$ cat src/dgrs_pkg.sv
// Shared types and constants for the declick gain ramp stage.
`default_nettype none
package dgrs_pkg;

   localparam int CHANNELS_DEF    = 2;
   localparam int SAMPLE_BITS_DEF = 24;

   // Gains are unsigned Q1.30, steps signed Q1.30 in 32 bits.
   localparam int GAIN_BITS  = 31;
   localparam int GAIN_SHIFT = 30;
   localparam int STEP_BITS  = 32;
   localparam int LEN_BITS   = 16;
   localparam int DIV_CNT_BITS = $clog2(GAIN_BITS);

   localparam logic [GAIN_BITS-1:0] GAIN_ONE  = GAIN_BITS'(1) << GAIN_SHIFT;
   localparam logic [GAIN_BITS-1:0] GAIN_ZERO = '0;

   // Configuration registers.
   localparam int CSR_IDX_BITS = 1;
   localparam logic [CSR_IDX_BITS-1:0] CSR_START_STOP_LEN = 1'd0;
   localparam logic [CSR_IDX_BITS-1:0] CSR_MUTE_LEN       = 1'd1;
   localparam logic [LEN_BITS-1:0] START_STOP_LEN_RST = 16'd480;
   localparam logic [LEN_BITS-1:0] MUTE_LEN_RST       = 16'd240;

   typedef enum logic [5:0] {
      S_IDLE  = 6'b000001,
      S_DIV   = 6'b000010,
      S_ADV   = 6'b000100,
      S_MUL   = 6'b001000,
      S_SCALE = 6'b010000,
      S_OUT   = 6'b100000
   } state_type;

   // Sequencer to ramp unit.
   typedef struct packed {
      logic                start;
      logic                goal;
      logic [LEN_BITS-1:0] len;
      logic                advance;
   } ramp_ctrl_type;

   // Ramp unit back to sequencer.
   typedef struct packed {
      logic [GAIN_BITS-1:0] gain;
      logic                 left_zero;
      logic                 busy;
   } ramp_stat_type;

endpackage
`default_nettype wire

$ cat src/dgrs_lane.sv
// One channel lane: sample times combined gain, floored back to sample width.
`default_nettype none
module dgrs_lane
   import dgrs_pkg::*;
#(
   parameter int SAMPLE_BITS = SAMPLE_BITS_DEF
) (
   input  wire logic                   clock,
   input  wire logic                   load,
   input  wire logic [SAMPLE_BITS-1:0] sample,
   input  wire logic [GAIN_BITS-1:0]   gain,
   output      logic [SAMPLE_BITS-1:0] result
);

   localparam int PROD_BITS = SAMPLE_BITS + GAIN_BITS + 1;

   logic signed [PROD_BITS-1:0] prod_ff;

   always_ff @(posedge clock) begin
      if (load) begin
         prod_ff <= PROD_BITS'($signed(sample) * $signed({1'b0, gain}));
      end
   end

   // Arithmetic shift of the product floors toward minus infinity.
   assign result = prod_ff[GAIN_SHIFT +: SAMPLE_BITS];

endmodule
`default_nettype wire

$ cat config.mk
export PLATFORM = sky130hd
export DESIGN_NAME = dgrs_lane
export DESIGN_NICKNAME = d
export VERILOG_FILES = /design/src/dgrs_pkg.sv /design/src/dgrs_lane.sv
export SDC_FILE = /design/constraint.sdc
export NUM_CORES = 2
export LEC_CHECK = 0
export BUFFER_PORTS_ARGS = -buffer_cell sky130_fd_sc_hd__buf_2
export CORE_MARGIN = 5
export CORE_UTILIZATION = 55
export DETAILED_ROUTE_END_ITERATION = 6
export MAX_ROUTING_LAYER = met4
export PLACE_DENSITY_LB_ADDON = 0.2
export SLEW_MARGIN = 20
export SYNTH_ARGS = -nofsm -noshare
export SYNTH_HDL_FRONTEND = slang
export SYNTH_SLANG_ARGS = --single-unit
$ cat constraint.sdc
create_clock -name clock -period 23.2 [get_ports clock]
set_clock_uncertainty 0.05 [all_clocks]
set_input_delay 5.8 -clock clock [delete_from_list [all_inputs] [get_ports clock]]
set_output_delay 5.8 -clock clock [all_outputs]
set_load 0.02 [all_outputs]
==> impl_metrics.tcl <==
set metrics [dict create \
    drt_iter0_drc 1017 \
    finalSetupTns_ps 0 \
    cts-root-buf "clkbuf_16" \
    hold_viol 0 \
    multiInputGateArea_um2 20400 \
    synth_area_um2 24300 \
    clock-sinks 24 \
    die_y_um 220 \
    drive_gt1_share_pct 3.99 \
    postCtsSetupBuffers 0 \
    io_buffers 80 \
    clockBufferDepth 2 \
    ff_latch_area_um2 721 \
    start_util_pct 55.2 \
    top_regs "prod_ff (24)" \
    syn_to_final_growth_pct 3.06 \
    worstPathArrival_ps 12910 \
    synth_top_cell_by_area "fa_1" \
    maxCapViolations 0 \
    grt_pass1_vias 20200 \
    final_antenna_net_count 0 \
    fmax_mhz 77.5 \
    final_area_um2 25000 \
    critPathMostFrequentCell "fa_1" \
    outcome "finished, final reports clean" \
    dr.pass1.iters 5 \
    synth_flop_cell "edfxtp_1" \
    wl_met3_um 4010 \
    die_x_um 220 \
    crit_required_ps 23210 \
    period_share_pct 55.6 \
    routabilityCongestion 0.880 \
    track_usage_pct 29.0 \
    hp-start "load" \
    seq_area_frac_synth_pct 2.97 \
    hold_class "in2reg" \
    cpPeakStageDelay_ps 600 \
    antenna_found_initial 2 \
    crit_path_end_kind "register" \
    path_clk_slew_ps 90 \
    synth_cells 2655 \
    ys_top_cells_by_area "fa_1 (52%), inv_1 (11%), ha_1 (10%)" \
    synth_nets 3546 \
    coreArea_um2 43900 \
    top_register "prod_ff" \
    h-tree-depth 1 \
    setup_viol 0 \
    synthArstFlopShare_pct 0 \
    worst_pin_slew_ps 908 \
    worstSetupPathType "in2reg" \
    die_area_um2 48400 \
    synth_most_common_cell "inv_1" \
    hold_path_end "prod_ff[47]$_DFFE_PP_" \
    worst_setup_path_start_kind "primary input" \
    n_fill_cell 4020 \
    synth.distinct_cells 50 \
    wirelength_um 63700 \
    cts_tree "done" \
    synth_edf_count 24 \
    dr_wl_met2_um 33600 \
    setup.worst_path.start "sample[3]" \
    cpLargestDelayFamily "adder cells" \
    fp-row-count 77 \
    grt_overflow 0 \
    wire_per_inst_um 19.9 \
    via_count 17300 \
    largest_register_ff_count 24 \
    crit_slowest_cell "buf_2" \
    rsz0062_at_grt "false" \
    cp_max_fo 31 \
    hpwlAfterDp_um 48300 \
    synth_top_area_share_pct 52.4 \
    maxSlewViolCount 0 \
    place_area_um2 24900 \
    io_pins 81 \
    yosysWarnings 0 \
    cp_num_buf_inv 6 \
    synth.top_cells.by_count "inv_1 (696), fa_1 (635), nand2_1 (370)" \
    cts-resized-gates 0 \
    syn_area_per_cell_um2 9.14 \
    dr.max_layer_used "met4" \
    finalCriticalPeriod_ps 12900 \
    drc 0 \
    ys_ff_latch 24 \
    cts_buffers 3 \
    wl_met1_um 23200 \
    vias_per_cell 5.41 \
    grt_max_degree 33 \
    grt_pass1_wl_um 106000 \
    worstPathCellList "buf_2, nand2_1, fa_1, inv_1, fa_1, inv_1, fa_1, fa_1, inv_1, fa_1, fa_1, inv_1, fa_1, inv_1, ha_1, and4_4, o21ai_2, or4_4, or3_4, a31oi_4, a21oi_2, a41oi_4, nor4_1, a211o_1" \
    maxSlewHeadroom_pct 39.4 \
    holdPathStages 1 \
    nets 3496 \
    ctsHoldBuffers 0 \
]
==> cells by family after synthesis <==
kind of cell | count (synthesis) | synth area share [%]
AND/OR/NAND/NOR | 819 | 17.2
buffers and inverters | 832 | 12.9
adder cells (fa/ha/maj) | 834 | 62.7
flip-flops | 24 | 2.97
XOR/XNOR | 26 | 0.939
AO/OA/AOI/OAI | 120 | 3.37
==> cell usage in the layout (no fill, tap or decap), types with 2 or more instances in the layout <==
master       n
buf_2       80
a211oi_1     3
o21ai_2      2
o21ai_0     20
a21oi_1     42
and2_1     358
nand4_1      7
xnor2_1     19
nor2_1      15
o21a_1       7
a21boi_0     2
fa_1       635
nand2_1    370
xor2_1       7
ha_1       199
a31oi_1      5
nor2b_1     24
a21o_1      18
o21bai_1     4
edfxtp_1    24
inv_1      696
a31o_2       2
clkbuf_16    3
nand2b_1    13
and3_1       2
and3_2       3
nand3_1      9
nor3_1       7
a211o_1      2
nor4_1       5
==> through the flow <==
step	worst slack (ps)	hold slack (ps)	utilization, %	cells
floorplan	10730	5860	-	2655
global placement	10110	6200	56.7	3192
detailed placement	9970	6200	56.7	3192
CTS	10320	6050	56.9	3196
global route	10010	6080	56.9	3197
finish	10300	6050	56.9	3197
==> cell type report <==
| class | instances | area share, % |
|---|---|---|
| inverter | 696 | 10.4 |
| clock buffer | 3 | 0.300 |
| timing repair buffer | 81 | 1.63 |
| multi-input combinational | 1799 | 81.6 |
| sequential | 24 | 2.88 |
| antenna | 1 | 0.0100 |
| clock inverter | 1 | 0.120 |
| tap | 592 | 2.96 |
==> worst max-delay path by stage <==
stage	cells after the start	slack [ps]	to
final	24	10300	prod_ff[51]$_DFFE_PP_
after global routing	24	10010	prod_ff[53]$_DFFE_PP_
after CTS	23	10320	prod_ff[51]$_DFFE_PP_
after detailed placement	24	9970	prod_ff[51]$_DFFE_PP_
after global placement	24	10110	prod_ff[53]$_DFFE_PP_
after floorplan	24	10730	prod_ff[51]$_DFFE_PP_
==> routing by layer <==
layer,up-vias,track usage (%)
li1,7480,-
met1,8973,33.9
met2,642,51.7
met3,192,3.49
met4,0,10.7
met5,-,-
Power is not shown: default switching activity piles up to over one toggle a cycle in this logic, so the estimate is an artifact.
