$ cat src/dgrs_pkg.sv
// Shared types and constants for the declick gain ramp stage.
`default_nettype none
package dgrs_pkg;

   localparam int CHANNELS_DEF    = 2;
   localparam int SAMPLE_BITS_DEF = 24;

   // Gains are unsigned Q1.30, steps signed Q1.30 in 32 bits.
   localparam int GAIN_BITS  = 31;
   localparam int GAIN_SHIFT = 30;
   localparam int STEP_BITS  = 32;
   localparam int LEN_BITS   = 16;
   localparam int DIV_CNT_BITS = $clog2(GAIN_BITS);

   localparam logic [GAIN_BITS-1:0] GAIN_ONE  = GAIN_BITS'(1) << GAIN_SHIFT;
   localparam logic [GAIN_BITS-1:0] GAIN_ZERO = '0;

   // Configuration registers.
   localparam int CSR_IDX_BITS = 1;
   localparam logic [CSR_IDX_BITS-1:0] CSR_START_STOP_LEN = 1'd0;
   localparam logic [CSR_IDX_BITS-1:0] CSR_MUTE_LEN       = 1'd1;
   localparam logic [LEN_BITS-1:0] START_STOP_LEN_RST = 16'd480;
   localparam logic [LEN_BITS-1:0] MUTE_LEN_RST       = 16'd240;

   typedef enum logic [5:0] {
      S_IDLE  = 6'b000001,
      S_DIV   = 6'b000010,
      S_ADV   = 6'b000100,
      S_MUL   = 6'b001000,
      S_SCALE = 6'b010000,
      S_OUT   = 6'b100000
   } state_type;

   // Sequencer to ramp unit.
   typedef struct packed {
      logic                start;
      logic                goal;
      logic [LEN_BITS-1:0] len;
      logic                advance;
   } ramp_ctrl_type;

   // Ramp unit back to sequencer.
   typedef struct packed {
      logic [GAIN_BITS-1:0] gain;
      logic                 left_zero;
      logic                 busy;
   } ramp_stat_type;

endpackage
`default_nettype wire

$ cat src/dgrs_div.sv
// Bit-serial restoring divider for ramp step magnitudes.
`default_nettype none
module dgrs_div
   import dgrs_pkg::*;
(
   input  wire logic                 clock,
   input  wire logic                 reset,
   input  wire logic                 start,
   input  wire logic [GAIN_BITS-1:0] dividend,
   input  wire logic [LEN_BITS-1:0]  divisor,
   output      logic                 busy,
   output      logic                 done,
   output      logic [GAIN_BITS-1:0] quotient
);

   logic                    busy_ff, busy_in;
   logic                    done_ff, done_in;
   logic [DIV_CNT_BITS-1:0] cnt_ff, cnt_in;
   logic [GAIN_BITS-1:0]    quot_ff, quot_in;
   logic [LEN_BITS-1:0]     dvs_ff, dvs_in;
   logic [LEN_BITS-1:0]     rem_ff, rem_in;
   logic [LEN_BITS:0]       shifted;
   logic [LEN_BITS:0]       diff;
   logic                    ge;

   assign shifted = {rem_ff, quot_ff[GAIN_BITS-1]};
   assign ge      = shifted >= {1'b0, dvs_ff};
   assign diff    = shifted - {1'b0, dvs_ff};

   always_comb begin
      busy_in = busy_ff;
      done_in = 1'b0;
      cnt_in  = cnt_ff;
      quot_in = quot_ff;
      dvs_in  = dvs_ff;
      rem_in  = rem_ff;
      if (start) begin
         busy_in = 1'b1;
         cnt_in  = '0;
         quot_in = dividend;
         dvs_in  = divisor;
         rem_in  = '0;
      end else if (busy_ff) begin
         rem_in  = ge ? diff[LEN_BITS-1:0] : shifted[LEN_BITS-1:0];
         quot_in = {quot_ff[GAIN_BITS-2:0], ge};
         cnt_in  = cnt_ff + 1'b1;
         if (cnt_ff == DIV_CNT_BITS'(GAIN_BITS - 1)) begin
            busy_in = 1'b0;
            done_in = 1'b1;
         end
      end
   end

   always_ff @(posedge clock) begin
      if (reset) begin
         busy_ff <= 1'b0;
         done_ff <= 1'b0;
         cnt_ff  <= '0;
      end else begin
         busy_ff <= busy_in;
         done_ff <= done_in;
         cnt_ff  <= cnt_in;
      end
      quot_ff <= quot_in;
      dvs_ff  <= dvs_in;
      rem_ff  <= rem_in;
   end

   assign busy     = busy_ff;
   assign done     = done_ff;
   assign quotient = quot_ff;

endmodule
`default_nettype wire

$ cat src/dgrs_ramp.sv
// One linear gain ramp: gain, step, frames left and target, with its step divider.
`default_nettype none
module dgrs_ramp
   import dgrs_pkg::*;
#(
   parameter logic RESET_GOAL = 1'b0
) (
   input  wire logic          clock,
   input  wire logic          reset,
   input  wire ramp_ctrl_type ctrl,
   output      ramp_stat_type stat
);

   logic [GAIN_BITS-1:0] gain_ff, gain_in;
   logic [STEP_BITS-1:0] step_ff, step_in;
   logic [LEN_BITS-1:0]  left_ff, left_in;
   logic                 goal_ff, goal_in;
   logic                 neg_ff, neg_in;

   logic [GAIN_BITS-1:0] div_dividend;
   logic [LEN_BITS-1:0]  div_divisor;
   logic                 div_busy;
   logic                 div_done;
   logic [GAIN_BITS-1:0] div_quot;

   logic signed [STEP_BITS:0] sum;
   logic [LEN_BITS-1:0]       left_dec;

   // Distance to the target, as magnitude plus sign; zero length counts as one.
   assign div_dividend = ctrl.goal ? (GAIN_ONE - gain_ff) : gain_ff;
   assign div_divisor  = (ctrl.len == '0) ? LEN_BITS'(1) : ctrl.len;

   dgrs_div u_div (
      .clock    (clock),
      .reset    (reset),
      .start    (ctrl.start),
      .dividend (div_dividend),
      .divisor  (div_divisor),
      .busy     (div_busy),
      .done     (div_done),
      .quotient (div_quot)
   );

   assign sum      = $signed({2'b00, gain_ff}) + $signed({step_ff[STEP_BITS-1], step_ff});
   assign left_dec = left_ff - 1'b1;

   always_comb begin
      gain_in = gain_ff;
      step_in = step_ff;
      left_in = left_ff;
      goal_in = goal_ff;
      neg_in  = neg_ff;
      if (ctrl.start) begin
         goal_in = ctrl.goal;
         left_in = div_divisor;
         neg_in  = !ctrl.goal;
      end
      if (div_done) begin
         step_in = neg_ff ? (STEP_BITS'(0) - {1'b0, div_quot}) : {1'b0, div_quot};
      end
      if (ctrl.advance && left_ff != '0) begin
         left_in = left_dec;
         if (left_dec == '0) begin
            gain_in = goal_ff ? GAIN_ONE : GAIN_ZERO;
         end else if (sum < 0) begin
            gain_in = GAIN_ZERO;
         end else if (sum > $signed({2'b00, GAIN_ONE})) begin
            gain_in = GAIN_ONE;
         end else begin
            gain_in = sum[GAIN_BITS-1:0];
         end
      end
   end

   always_ff @(posedge clock) begin
      if (reset) begin
         gain_ff <= RESET_GOAL ? GAIN_ONE : GAIN_ZERO;
         step_ff <= '0;
         left_ff <= '0;
         goal_ff <= RESET_GOAL;
         neg_ff  <= 1'b0;
      end else begin
         gain_ff <= gain_in;
         step_ff <= step_in;
         left_ff <= left_in;
         goal_ff <= goal_in;
         neg_ff  <= neg_in;
      end
   end

   assign stat.gain      = gain_ff;
   assign stat.left_zero = (left_ff == '0);
   assign stat.busy      = div_busy;

endmodule
`default_nettype wire

$ cat config.mk
export PLATFORM = sky130hd
export DESIGN_NAME = dgrs_ramp
export DESIGN_NICKNAME = d
export VERILOG_FILES = /design/src/dgrs_pkg.sv /design/src/dgrs_div.sv /design/src/dgrs_ramp.sv
export SDC_FILE = /design/constraint.sdc
export NUM_CORES = 1
export LEC_CHECK = 0
export BUFFER_PORTS_ARGS = -buffer_cell sky130_fd_sc_hd__buf_4
export CAP_MARGIN = 20
export CORE_UTILIZATION = 62
export DETAILED_ROUTE_END_ITERATION = 10
export GPL_ROUTABILITY_DRIVEN = 0
export HOLD_SLACK_MARGIN = 0.08
export PLACE_DENSITY = 0.83
export SLEW_MARGIN = 20
export SYNTH_ARGS = -nofsm -noshare
export SYNTH_HDL_FRONTEND = slang
export SYNTH_HIERARCHICAL = 1
export SYNTH_SLANG_ARGS = --single-unit
$ cat constraint.sdc
create_clock -name clock -period 3.8 [get_ports clock]
set_input_delay 0.19 -clock clock [delete_from_list [all_inputs] [get_ports clock]]
set_output_delay 0.19 -clock clock [all_outputs]
set_load 0.005 [all_outputs]
==> run_summary.xml, run 1 <==
<?xml version="1.0" encoding="UTF-8"?>
<metrics>
  <group name="floorplan">
    <metric name="initial_utilization" unit="">0.646</metric>
    <metric name="placement_rows" unit="">45</metric>
    <metric name="fp.dieW" unit="µm">129</metric>
    <metric name="core_region_area" unit="mm²">0.0154</metric>
    <metric name="fp.dieArea" unit="mm²">0.0166</metric>
    <metric name="die_h" unit="µm">129</metric>
    <metric name="top_level_ports" unit="">54</metric>
  </group>
  <group name="clocking">
    <metric name="clock_sink_count" unit="">151</metric>
    <metric name="cts_tree" unit="">yes</metric>
    <metric name="cts_resized" unit="">0</metric>
    <metric name="root_buffer" unit="">clkbuf_16</metric>
    <metric name="cts_htree_levels" unit="">4</metric>
    <metric name="clk-insertion-delay-late" unit="ns">0.44</metric>
    <metric name="clk_pin_slew" unit="ns">0.06</metric>
    <metric name="cts_made_buffers" unit="">17</metric>
    <metric name="cts_max_path_buffers" unit="">2</metric>
  </group>
  <group name="critical_path">
    <metric name="cp_slowest_cell" unit="">or4_1</metric>
    <metric name="startpoint_type" unit="">flip-flop</metric>
    <metric name="worst-endpoint-arrival" unit="ns">3.69</metric>
    <metric name="crit_path_end_kind" unit="">flip-flop</metric>
    <metric name="timing.critical_path.slowest_cell_delay" unit="ns">0.60</metric>
    <metric name="crit_path_cell_trace" unit="">inv_1 -&gt; ha_1 -&gt; nor3b_1 -&gt; nand2_1 -&gt; or4_1 -&gt; o21ai_1 -&gt; buf_4 -&gt; nand2b_1 -&gt; a31oi_1 -&gt; a21oi_1 -&gt; nor2_1</metric>
    <metric name="path_class" unit="">reg2reg</metric>
    <metric name="worstPathRequired" unit="ns">4.16</metric>
    <metric name="critical_path.max_fanout" unit="">12</metric>
  </group>
  <group name="sta">
    <metric name="rsz_0062_raised_after_global_routing" unit="">false</metric>
    <metric name="setup_viol_count_final" unit="">0</metric>
    <metric name="max_freq" unit="MHz">301</metric>
    <metric name="period_minus_slack" unit="ns">3.33</metric>
    <metric name="final_min_period_over_clock_period" unit="">0.875</metric>
    <metric name="setup_slack" unit="ns">0.475</metric>
    <metric name="pin_slew_with_the_least_headroom_to_its_limit" unit="ns">0.711</metric>
    <metric name="slew-limit-headroom" unit="">0.513</metric>
    <metric name="timing_max_transition_violations_final" unit="">0</metric>
    <metric name="final_hold_fails" unit="">0</metric>
    <metric name="finalSetupTns" unit="ns">0</metric>
    <metric name="finalClockSkew" unit="ns">0.0119</metric>
  </group>
  <group name="placement">
    <metric name="place_hpwl" unit="µm">17300</metric>
    <metric name="place_worst_setup_slack" unit="ns">0.510</metric>
    <metric name="io_buffer_count" unit="">53</metric>
    <metric name="cell_count_post_placement" unit="">1328</metric>
  </group>
  <group name="drt">
    <metric name="drcViolationCount" unit="">0</metric>
    <metric name="via_count" unit="">8726</metric>
    <metric name="detail_route.iter0.violations" unit="">969</metric>
    <metric name="final_antenna_net_count" unit="">0</metric>
    <metric name="via_per_inst" unit="">6.35</metric>
    <metric name="detail_route.wirelength" unit="µm">24700</metric>
    <metric name="average_wire_length_per_cell_after_detail_routing" unit="µm">18.0</metric>
    <metric name="detail_route.first_pass.iterations" unit="">6</metric>
  </group>
  <group name="global_route">
    <metric name="met2_usage" unit="">0.523</metric>
    <metric name="grt_util_met1" unit="">0.414</metric>
    <metric name="grt.overflow.total" unit="">0</metric>
    <metric name="globalRouteMet3Util" unit="">0.0478</metric>
    <metric name="largest_net_degree_at_the_start_of_global_routing" unit="">56</metric>
    <metric name="grt_most_used_layer" unit="">met2</metric>
    <metric name="grt_pass1_vias" unit="">8106</metric>
    <metric name="antenna_found_initial" unit="">0</metric>
    <metric name="grt_first_pass_wirelength" unit="µm">40700</metric>
    <metric name="grt_resource_usage_total" unit="">0.309</metric>
  </group>
  <group name="yosys">
    <metric name="synth_area" unit="mm²">0.00996</metric>
    <metric name="synth_area_per_cell" unit="µm²">8.85</metric>
    <metric name="postSynth.asyncResetShare" unit="">0</metric>
    <metric name="synth.ff_latch_count" unit="">151</metric>
    <metric name="yosys-top-cells-area" unit="">dfxtp_1 21%, edfxtp_1 14%, ha_1 6.7%, xnor2_1 5.0%, xor2_1 4.3%</metric>
    <metric name="synth_edf_count" unit="">47</metric>
    <metric name="yosysWarningCount" unit="">6</metric>
    <metric name="synth_fp_nets" unit="">1202</metric>
    <metric name="proportion_of_synthesized_chip_area_in_sequential_cells" unit="">0.351</metric>
    <metric name="dominantRegCellSynth" unit="">dfxtp_1</metric>
    <metric name="synthesis.instances" unit="">1126</metric>
    <metric name="synth_largest_area_cell" unit="">dfxtp_1</metric>
    <metric name="synth_cell_types" unit="">70</metric>
    <metric name="synth.top_cell.area_share" unit="">0.209</metric>
  </group>
  <group name="finish">
    <metric name="ff_latch_area" unit="mm²">0.00349</metric>
    <metric name="antenna_cells" unit="">0</metric>
    <metric name="post_route_cells_drive_above_1_share" unit="">0.136</metric>
    <metric name="areaGrowthSynthToFinish" unit="%">11.8</metric>
    <metric name="num-fill-cells" unit="">1203</metric>
    <metric name="final_net_count" unit="">1227</metric>
    <metric name="finalNonFillerCells" unit="">1375</metric>
    <metric name="multiInputGateArea" unit="mm²">0.00597</metric>
  </group>
  <group name="power_and_ir_drop">
    <metric name="share_clk_of_total_power" unit="">0.401</metric>
    <metric name="netSwitchingFraction" unit="">0.296</metric>
    <metric name="switchingPower" unit="mW">1.25</metric>
    <metric name="power_per_cell_area" unit="mW/mm²">379</metric>
    <metric name="power_leakage" unit="nW">4.61</metric>
    <metric name="ir_worst_vdd" unit="mV">0.406</metric>
    <metric name="reg_power_frac" unit="">0.437</metric>
    <metric name="p_int" unit="mW">2.97</metric>
    <metric name="power.share.combinational" unit="">0.162</metric>
  </group>
  <group name="worst_hold_path">
    <metric name="worst_hold_path_type" unit="">in2reg</metric>
  </group>
  <group name="outcome">
    <metric name="status" unit="">complete, no violations</metric>
  </group>
  <group name="job">
    <metric name="max-cap-violations" unit="">0</metric>
  </group>
</metrics>
-- critical path: cells and delay by family, from the launching register on --
family | cells | cell delay, ns
AND/OR/NAND/NOR | 5 | 1.54
AO/OA/AOI/OAI | 3 | 0.79
flip-flops | 1 | 0.37
buffers and inverters | 2 | 0.31
adder cells (fa/ha/maj) | 1 | 0.24
-- per-layer routing --
layer / wire length [µm] / up-vias
li1: - / 4188
met3: 1420 / 24
met4: 248 / 0
met2: 11800 / 334
met5: 0 / -
met1: 11200 / 4180
-- synthesized netlist by cell type, types with 8 or more instances --
cell / n
a211oi_1: 54
a21o_1: 13
a21oi_1: 54
a22o_1: 30
a31oi_1: 9
clkbuf_1: 62
dfxtp_1: 104
edfxtp_1: 47
ha_1: 53
inv_1: 42
mux2_2: 33
mux2i_1: 17
nand2_1: 85
nand2b_1: 14
nand3_1: 13
nand4_1: 16
nor2_1: 110
nor2b_1: 8
nor3_1: 20
nor4_1: 9
o21ai_0: 63
o31ai_1: 21
o41ai_1: 9
or3_1: 14
or4_1: 8
xnor2_1: 57
xor2_1: 49
-- cell type report --
class	count	area share
well taps	211	0.0237
multi-input cells	855	0.536
inverters	42	0.0142
clock buffers	17	0.0382
flip-flops and latches	151	0.314
clock inverters	15	0.0143
repair buffers	84	0.0600
-- registers in the layout, summed over array words and instances, names as in the netlist --
| name | flops |
|---|---|
| goal_ff | 1 |
| u_div/quotient | 31 |
| u_div/dvs_ff | 16 |
| u_div/busy | 1 |
| gain_ff | 31 |
| neg_ff | 1 |
| u_div/rem_ff | 16 |
| step_ff | 32 |
| left_ff | 16 |
| u_div/cnt_ff | 5 |
| u_div/done | 1 |
-- layout by cell type, fill, tap and decap left out, drive strengths merged, types with 13 or more instances in the layout --
cell type / instances
a211oi: 54
dlygate4sd3: 15
mux2: 33
a22o: 30
nand4: 16
ha: 53
or4: 13
clkbuf: 17
xnor2: 57
nand2: 85
nand3: 13
nor2: 110
mux2i: 17
o21ai: 65
o31ai: 22
a21o: 13
or3: 15
inv: 52
edfxtp: 47
xor2: 49
a21oi: 55
nand2b: 14
buf: 69
nor3: 20
dfxtp: 104
-- worst paths after layout --
kind               start              end  slack (ns)  cells after the start
min              ctrl[1]  u_div/dvs_ff[0]        0.11                      2
max           left_ff[0]       left_ff[4]        0.47                     11
max reg2reg   left_ff[0]       left_ff[4]        0.47                     11
min reg2reg  step_ff[11]      step_ff[11]        0.50                      2
-- kinds of logic (layout without fill, tap and decap cells) --
logic type / Yosys count / in the layout / share of synthesized area
AOI/OAI and AO/OA: 310 / 310 / 0.217
xor gates and xnor gates: 106 / 106 / 0.0932
adders and majority gates: 55 / 55 / 0.0706
buffers and inverters: 120 / 158 / 0.0506
DFF: 151 / 151 / 0.351
muxes: 50 / 50 / 0.0544
and+or+nand+nor: 334 / 334 / 0.163
-- power by group through the flow --
stage,logic (mW),clock network [mW],registers (mW)
3_3_place_gp,0.634,0,1.87
4_1_cts,0.672,1.71,1.84
6_report,0.685,1.69,1.85
3_5_place_dp,0.652,0,1.88
5_1_grt,0.750,1.78,1.86
2_1_floorplan,0.519,0,1.85
-- timing repair --
action | 4_1_cts | 5_1_grt
buffers inserted | 0 | 0
hold endpoints to repair | 25 | 0
hold buffers | 15 | 0
-- through the flow --
| stage | util | power (mW) | hold slack (ns) | instance area, µm² |
|---|---|---|---|---|
| 2_1_floorplan | - | 2.37 | 0.262 | 9960 |
| 3_3_place_gp | 0.674 | 2.51 | 0.393 | 10400 |
| 3_5_place_dp | 0.674 | 2.53 | 0.394 | 10400 |
| 4_1_cts | 0.722 | 4.22 | 0.0906 | 11100 |
| 5_1_grt | 0.722 | 4.39 | 0.112 | 11100 |
| 6_report | 0.722 | 4.22 | 0.112 | 11100 |
Note: power is estimated with default switching activity, not from simulation.
==> run 2, diff against run 1 <==
==> constraint.sdc (replaced) <==
create_clock -name clock -period 3.8 [get_ports clock]
set_input_delay 1.14 -clock clock [delete_from_list [all_inputs] [get_ports clock]]
set_output_delay 1.14 -clock clock [all_outputs]
set_load 0.005 [all_outputs]
==> run 2 against run 1 <==
Register-to-register slack lost 0.18 ns. Wire length down 4.2%. Critical path depth fell by 3. Via count is 2.5% lower. Non-clock buffer count is 14 lower. Sequential share of layout area increased by 0.18 points. Total power is 2.7% higher. Worst hold slack gained 0.38 ns.
==> run_summary.xml, run 2 (synthesized netlist as in run 1, its figures left out) <==
<?xml version="1.0" encoding="UTF-8"?>
<metrics>
  <group name="outcome">
    <metric name="status" unit="">complete, no violations</metric>
  </group>
  <group name="floorplan">
    <metric name="core_region_area" unit="mm²">0.0154</metric>
    <metric name="initial_utilization" unit="">0.646</metric>
    <metric name="placement_rows" unit="">45</metric>
    <metric name="top_level_ports" unit="">54</metric>
    <metric name="fp.dieW" unit="µm">129</metric>
    <metric name="die_h" unit="µm">129</metric>
    <metric name="fp.dieArea" unit="mm²">0.0166</metric>
  </group>
  <group name="clocking">
    <metric name="cts_htree_levels" unit="">4</metric>
    <metric name="clk-insertion-delay-late" unit="ns">0.43</metric>
    <metric name="clk_pin_slew" unit="ns">0.06</metric>
    <metric name="cts_tree" unit="">yes</metric>
    <metric name="clock_sink_count" unit="">151</metric>
    <metric name="cts_made_buffers" unit="">17</metric>
    <metric name="root_buffer" unit="">clkbuf_16</metric>
    <metric name="cts_max_path_buffers" unit="">2</metric>
  </group>
  <group name="global_route">
    <metric name="grt_first_pass_wirelength" unit="µm">39400</metric>
    <metric name="largest_net_degree_at_the_start_of_global_routing" unit="">54</metric>
    <metric name="grt.overflow.total" unit="">0</metric>
    <metric name="grt_pass1_vias" unit="">8029</metric>
    <metric name="grt_resource_usage_total" unit="">0.301</metric>
    <metric name="antenna_found_initial" unit="">0</metric>
  </group>
  <group name="finish">
    <metric name="antenna_cells" unit="">0</metric>
    <metric name="post-route-cell-area" unit="mm²">0.0111</metric>
    <metric name="final_cell_mix" unit="">108 x nor2_1, 102 x dfxtp_1, 84 x nand2_1, 70 x buf_4, 63 x o21ai_0</metric>
    <metric name="layout_commonest_cell" unit="">nor2_1</metric>
    <metric name="final_net_count" unit="">1213</metric>
    <metric name="post_route_cells_drive_above_1_share" unit="">0.142</metric>
    <metric name="num-fill-cells" unit="">1194</metric>
    <metric name="largest_register" unit="">step_ff</metric>
    <metric name="areaGrowthSynthToFinish" unit="%">11.2</metric>
    <metric name="largest_register_ffs" unit="">32</metric>
  </group>
  <group name="sta">
    <metric name="period_minus_slack" unit="ns">3.66</metric>
    <metric name="finalClockSkew" unit="ns">0.00690</metric>
    <metric name="pin_slew_with_the_least_headroom_to_its_limit" unit="ns">0.813</metric>
    <metric name="timing_max_transition_violations_final" unit="">0</metric>
    <metric name="final_min_period_over_clock_period" unit="">0.964</metric>
    <metric name="finalSetupTns" unit="ns">0</metric>
    <metric name="max_freq" unit="MHz">273</metric>
    <metric name="setup_viol_count_final" unit="">0</metric>
    <metric name="rsz_0062_raised_after_global_routing" unit="">false</metric>
    <metric name="final_hold_fails" unit="">0</metric>
    <metric name="setup_slack" unit="ns">0.138</metric>
    <metric name="slew-limit-headroom" unit="">0.444</metric>
  </group>
  <group name="critical_path">
    <metric name="startpoint_type" unit="">flip-flop</metric>
    <metric name="worstPathRequired" unit="ns">2.66</metric>
    <metric name="reg2reg_setup_slack" unit="ns">0.29</metric>
    <metric name="path_class" unit="">reg2out</metric>
    <metric name="critical_path.reg2reg.startpoint" unit="">gain_ff[0]</metric>
    <metric name="critical_path.endpoint" unit="">stat[1]</metric>
    <metric name="worst-endpoint-arrival" unit="ns">2.52</metric>
    <metric name="reg2reg_to" unit="">gain_ff[21]</metric>
    <metric name="critical_path.max_fanout" unit="">7</metric>
    <metric name="critical_path.startpoint" unit="">left_ff[0]</metric>
    <metric name="worstRegToRegCells" unit="">12</metric>
    <metric name="crit_path_end_kind" unit="">output port</metric>
  </group>
  <group name="power_and_ir_drop">
    <metric name="power_leakage" unit="nW">4.59</metric>
    <metric name="power_per_cell_area" unit="mW/mm²">391</metric>
    <metric name="ir_worst_vdd" unit="mV">0.415</metric>
  </group>
  <group name="drt">
    <metric name="via_per_inst" unit="">6.25</metric>
    <metric name="average_wire_length_per_cell_after_detail_routing" unit="µm">17.4</metric>
    <metric name="detail_route.iter0.violations" unit="">732</metric>
    <metric name="detail_route.first_pass.iterations" unit="">8</metric>
    <metric name="via_count" unit="">8507</metric>
    <metric name="detail_route.wirelength" unit="µm">23700</metric>
    <metric name="drcViolationCount" unit="">0</metric>
    <metric name="final_antenna_net_count" unit="">0</metric>
  </group>
  <group name="placement">
    <metric name="placed_cell_area" unit="mm²">0.0104</metric>
    <metric name="place_worst_setup_slack" unit="ns">0.260</metric>
    <metric name="io_buffer_count" unit="">53</metric>
    <metric name="place_hpwl" unit="µm">16700</metric>
  </group>
  <group name="job">
    <metric name="max-cap-violations" unit="">0</metric>
  </group>
  <group name="worst_hold_path">
    <metric name="worst_hold_path_type" unit="">reg2reg</metric>
    <metric name="timing.hold.worst.start" unit="">step_ff[3]</metric>
  </group>
</metrics>
## run 2: cell type report
class | count | area [µm²] | share of cell area
multi-input combinational | 855 | 6000 | 0.542
sequential | 151 | 3500 | 0.316
timing repair buffer | 70 | 526 | 0.0475
clock buffer | 20 | 457 | 0.0412
tap | 211 | 264 | 0.0238
clock inverter | 12 | 173 | 0.0156
inverter | 42 | 158 | 0.0142
## run 2: report_power, final
part           switching [mW]  internal (mW)
Combinational           0.398          0.283
Clock                   0.676           1.13
Sequential             0.0910           1.75
Total                    1.16           3.17
## run 2: stage by stage
step                      std cells  power [mW]  hold slack (ns)  utilization
after floorplan                1126        2.37            0.454            -
after global placement         1329        2.50            0.481        0.675
after detailed placement       1329        2.52            0.483        0.675
after CTS                      1361        4.33            0.491        0.717
after global routing           1361        4.50            0.516        0.718
final                          1361        4.33            0.489        0.718
## run 2: timing repair
| item | CTS | global route |
|---|---|---|
| resized for setup | 5 | 4 |
| pin swaps | 0 | 1 |
| setup buffers | 0 | 0 |
| setup endpoints to repair | 1 | 1 |
| hold buffers | 0 | 0 |
## run 2: layer usage
metal,global-route usage,vias to the layer above,wire length (µm)
li1,-,4167,-
met1,0.413,3999,10800
met2,0.479,310,10900
met3,0.0516,31,1610
met4,0.103,0,369
met5,0,-,0
## run 2: critical path, cell delays in order, from the launching register on
cell,delay (ns)
dfxtp_2,0.35
inv_1,0.10
ha_4,0.16
nor3b_4,0.24
nand2_2,0.12
or4_4,0.47
or3_4,0.35
nor3_1,0.15
buf_4,0.14
## run 2: how the worst min path moves through the flow
stage | end | slack [ns] | cells after the start
after floorplan | step_ff[31] | 0.45 | 2
after global placement | step_ff[3] | 0.48 | 2
after detailed placement | step_ff[3] | 0.48 | 2
after CTS | step_ff[3] | 0.49 | 2
after global routing | step_ff[3] | 0.52 | 2
final | step_ff[3] | 0.49 | 2
==> run 3, diff against run 2 <==
- CORE_ASPECT_RATIO: unset -> 0.7
==> run 3 against run 2 <==
Sequential share of layout area about the same. Wire length is 7.1% higher. Total power is 1.3% lower. Flip-flop and latch count did not move. Largest cell class unchanged. Highest routed layer unchanged.
==> run_summary.xml, run 3 (synthesized netlist as in run 1, its figures left out) <==
<?xml version="1.0" encoding="UTF-8"?>
<metrics>
  <group name="outcome">
    <metric name="status" unit="">complete, no violations</metric>
  </group>
  <group name="job">
    <metric name="max-cap-violations" unit="">0</metric>
  </group>
  <group name="sta">
    <metric name="timing_max_transition_violations_final" unit="">0</metric>
    <metric name="max_freq" unit="MHz">277</metric>
    <metric name="finalSetupTns" unit="ns">0</metric>
    <metric name="final_hold_fails" unit="">0</metric>
    <metric name="pin_slew_with_the_least_headroom_to_its_limit" unit="ns">0.801</metric>
    <metric name="final_min_period_over_clock_period" unit="">0.949</metric>
    <metric name="rsz_0062_raised_after_global_routing" unit="">false</metric>
    <metric name="setup_viol_count_final" unit="">0</metric>
    <metric name="finalClockSkew" unit="ns">0.00759</metric>
    <metric name="slew-limit-headroom" unit="">0.452</metric>
    <metric name="period_minus_slack" unit="ns">3.61</metric>
  </group>
  <group name="floorplan">
    <metric name="core_region_area" unit="mm²">0.0156</metric>
    <metric name="fp.dieW" unit="µm">153</metric>
    <metric name="die_h" unit="µm">108</metric>
    <metric name="placement_rows" unit="">38</metric>
    <metric name="top_level_ports" unit="">54</metric>
    <metric name="initial_utilization" unit="">0.639</metric>
    <metric name="fp.dieArea" unit="mm²">0.0166</metric>
  </group>
  <group name="finish">
    <metric name="largest_register" unit="">step_ff</metric>
    <metric name="final_cell_mix" unit="">108 x nor2_1, 102 x dfxtp_1, 84 x nand2_1, 73 x buf_4, 63 x o21ai_0</metric>
    <metric name="antenna_cells" unit="">0</metric>
    <metric name="final_net_count" unit="">1216</metric>
    <metric name="finalNonFillerCells" unit="">1353</metric>
    <metric name="multiInputGateArea" unit="mm²">0.00602</metric>
    <metric name="ff_latch_area" unit="mm²">0.00350</metric>
    <metric name="largest_register_ffs" unit="">32</metric>
    <metric name="layout_commonest_cell" unit="">nor2_1</metric>
    <metric name="post_route_cells_drive_above_1_share" unit="">0.149</metric>
    <metric name="num-fill-cells" unit="">1175</metric>
    <metric name="areaGrowthSynthToFinish" unit="%">11.0</metric>
  </group>
  <group name="critical_path">
    <metric name="critical_path.startpoint" unit="">left_ff[7]</metric>
    <metric name="path_class" unit="">reg2out</metric>
    <metric name="critical_path.max_fanout" unit="">10</metric>
    <metric name="reg2reg_setup_slack" unit="ns">0.31</metric>
    <metric name="critical_path.endpoint" unit="">stat[1]</metric>
    <metric name="worstRegToRegCells" unit="">6</metric>
    <metric name="worstPathRequired" unit="ns">2.66</metric>
    <metric name="critical_path.reg2reg.startpoint" unit="">u_div/quotient[4]</metric>
    <metric name="worst-endpoint-arrival" unit="ns">2.47</metric>
    <metric name="crit_path_end_kind" unit="">output port</metric>
    <metric name="startpoint_type" unit="">flip-flop</metric>
    <metric name="reg2reg_to" unit="">step_ff[31]</metric>
  </group>
  <group name="drt">
    <metric name="average_wire_length_per_cell_after_detail_routing" unit="µm">18.7</metric>
    <metric name="via_count" unit="">8696</metric>
    <metric name="drcViolationCount" unit="">0</metric>
    <metric name="final_antenna_net_count" unit="">0</metric>
    <metric name="detail_route.iter0.violations" unit="">959</metric>
    <metric name="detail_route.wirelength" unit="µm">25300</metric>
    <metric name="detail_route.first_pass.iterations" unit="">7</metric>
    <metric name="via_per_inst" unit="">6.43</metric>
  </group>
  <group name="global_route">
    <metric name="grt_first_pass_wirelength" unit="µm">41200</metric>
    <metric name="largest_net_degree_at_the_start_of_global_routing" unit="">55</metric>
    <metric name="antenna_found_initial" unit="">0</metric>
    <metric name="grt_resource_usage_total" unit="">0.312</metric>
    <metric name="grt.overflow.total" unit="">0</metric>
    <metric name="grt_pass1_vias" unit="">7908</metric>
  </group>
  <group name="power_and_ir_drop">
    <metric name="power.share.combinational" unit="">0.164</metric>
    <metric name="reg_power_frac" unit="">0.432</metric>
    <metric name="netSwitchingFraction" unit="">0.293</metric>
    <metric name="share_clk_of_total_power" unit="">0.404</metric>
    <metric name="ir_worst_vdd" unit="mV">0.302</metric>
    <metric name="power_per_cell_area" unit="mW/mm²">387</metric>
    <metric name="power_leakage" unit="nW">4.59</metric>
    <metric name="p_int" unit="mW">3.02</metric>
    <metric name="switchingPower" unit="mW">1.25</metric>
  </group>
  <group name="clocking">
    <metric name="cts_tree" unit="">yes</metric>
    <metric name="cts_max_path_buffers" unit="">2</metric>
    <metric name="cts_made_buffers" unit="">17</metric>
    <metric name="clk_pin_slew" unit="ns">0.07</metric>
    <metric name="root_buffer" unit="">clkbuf_16</metric>
    <metric name="clk-insertion-delay-late" unit="ns">0.43</metric>
    <metric name="cts_htree_levels" unit="">4</metric>
    <metric name="clock_sink_count" unit="">151</metric>
  </group>
  <group name="placement">
    <metric name="place_hpwl" unit="µm">17700</metric>
    <metric name="io_buffer_count" unit="">53</metric>
    <metric name="cell_count_post_placement" unit="">1319</metric>
  </group>
  <group name="worst_hold_path">
    <metric name="worst_hold_path_type" unit="">reg2reg</metric>
  </group>
</metrics>
==> run 3: area by class of cell <==
class,count,share of cell area
Tap cell,200,0.0226
Clock buffer,17,0.0385
Sequential cell,151,0.316
Timing Repair Buffer,73,0.0496
Multi-Input combinational cell,855,0.544
Inverter,42,0.0143
Clock inverter,15,0.0149
==> run 3: metal layers <==
layer	wire length, µm	global-route usage	vias to the layer above
met5	0	0	-
met4	339	0.0900	0
met3	2350	0.0721	38
met2	10200	0.432	409
met1	12500	0.477	4076
li1	-	-	4173
==> run 3: how the worst min path moves through the flow <==
| stage | startpoint | endpoint | slack, ns | cells past startpoint |
|---|---|---|---|---|
| global placement | step_ff[31] | step_ff[31] | 0.47 | 2 |
| CTS | step_ff[13] | step_ff[13] | 0.49 | 2 |
| detailed placement | step_ff[13] | step_ff[13] | 0.48 | 2 |
| finish | step_ff[13] | step_ff[13] | 0.49 | 2 |
| global route | step_ff[13] | step_ff[13] | 0.51 | 2 |
| floorplan | step_ff[31] | step_ff[31] | 0.45 | 2 |
==> run 3: power groups by stage <==
stage	Clock, mW	Combinational (mW)	Sequential (mW)
finish	1.73	0.701	1.85
floorplan	0	0.519	1.85
CTS	1.74	0.677	1.84
detailed placement	0	0.652	1.88
global route	1.81	0.763	1.86
global placement	0	0.638	1.87
==> run 3: what timing repair did <==
action	in CTS	in global routing
resized for setup	6	6
pin swaps	0	1
hold buffers	0	0
setup endpoints to repair	1	1
setup buffers	1	1
==> run 3: worst max-delay path, cell delays in order, from the launching register on <==
cell and delay, ns:
dfxtp_1 0.40, or3_1 0.49, or4_4 0.54, or3_4 0.36
nor3_2 0.11, buf_4 0.13
==> run 3: metrics by stage <==
stage               area, µm²   util  power, mW  setup slack (ns)  hold slack, ns
finish                  11100  0.709       4.28             0.194           0.491
global route            11100  0.709       4.44            0.0827           0.509
CTS                     11000  0.708       4.26          0.000268           0.494
detailed placement      10400  0.667       2.53             0.184           0.485
global placement        10400  0.667       2.51             0.312           0.473
floorplan                9960      -       2.37             0.547           0.454
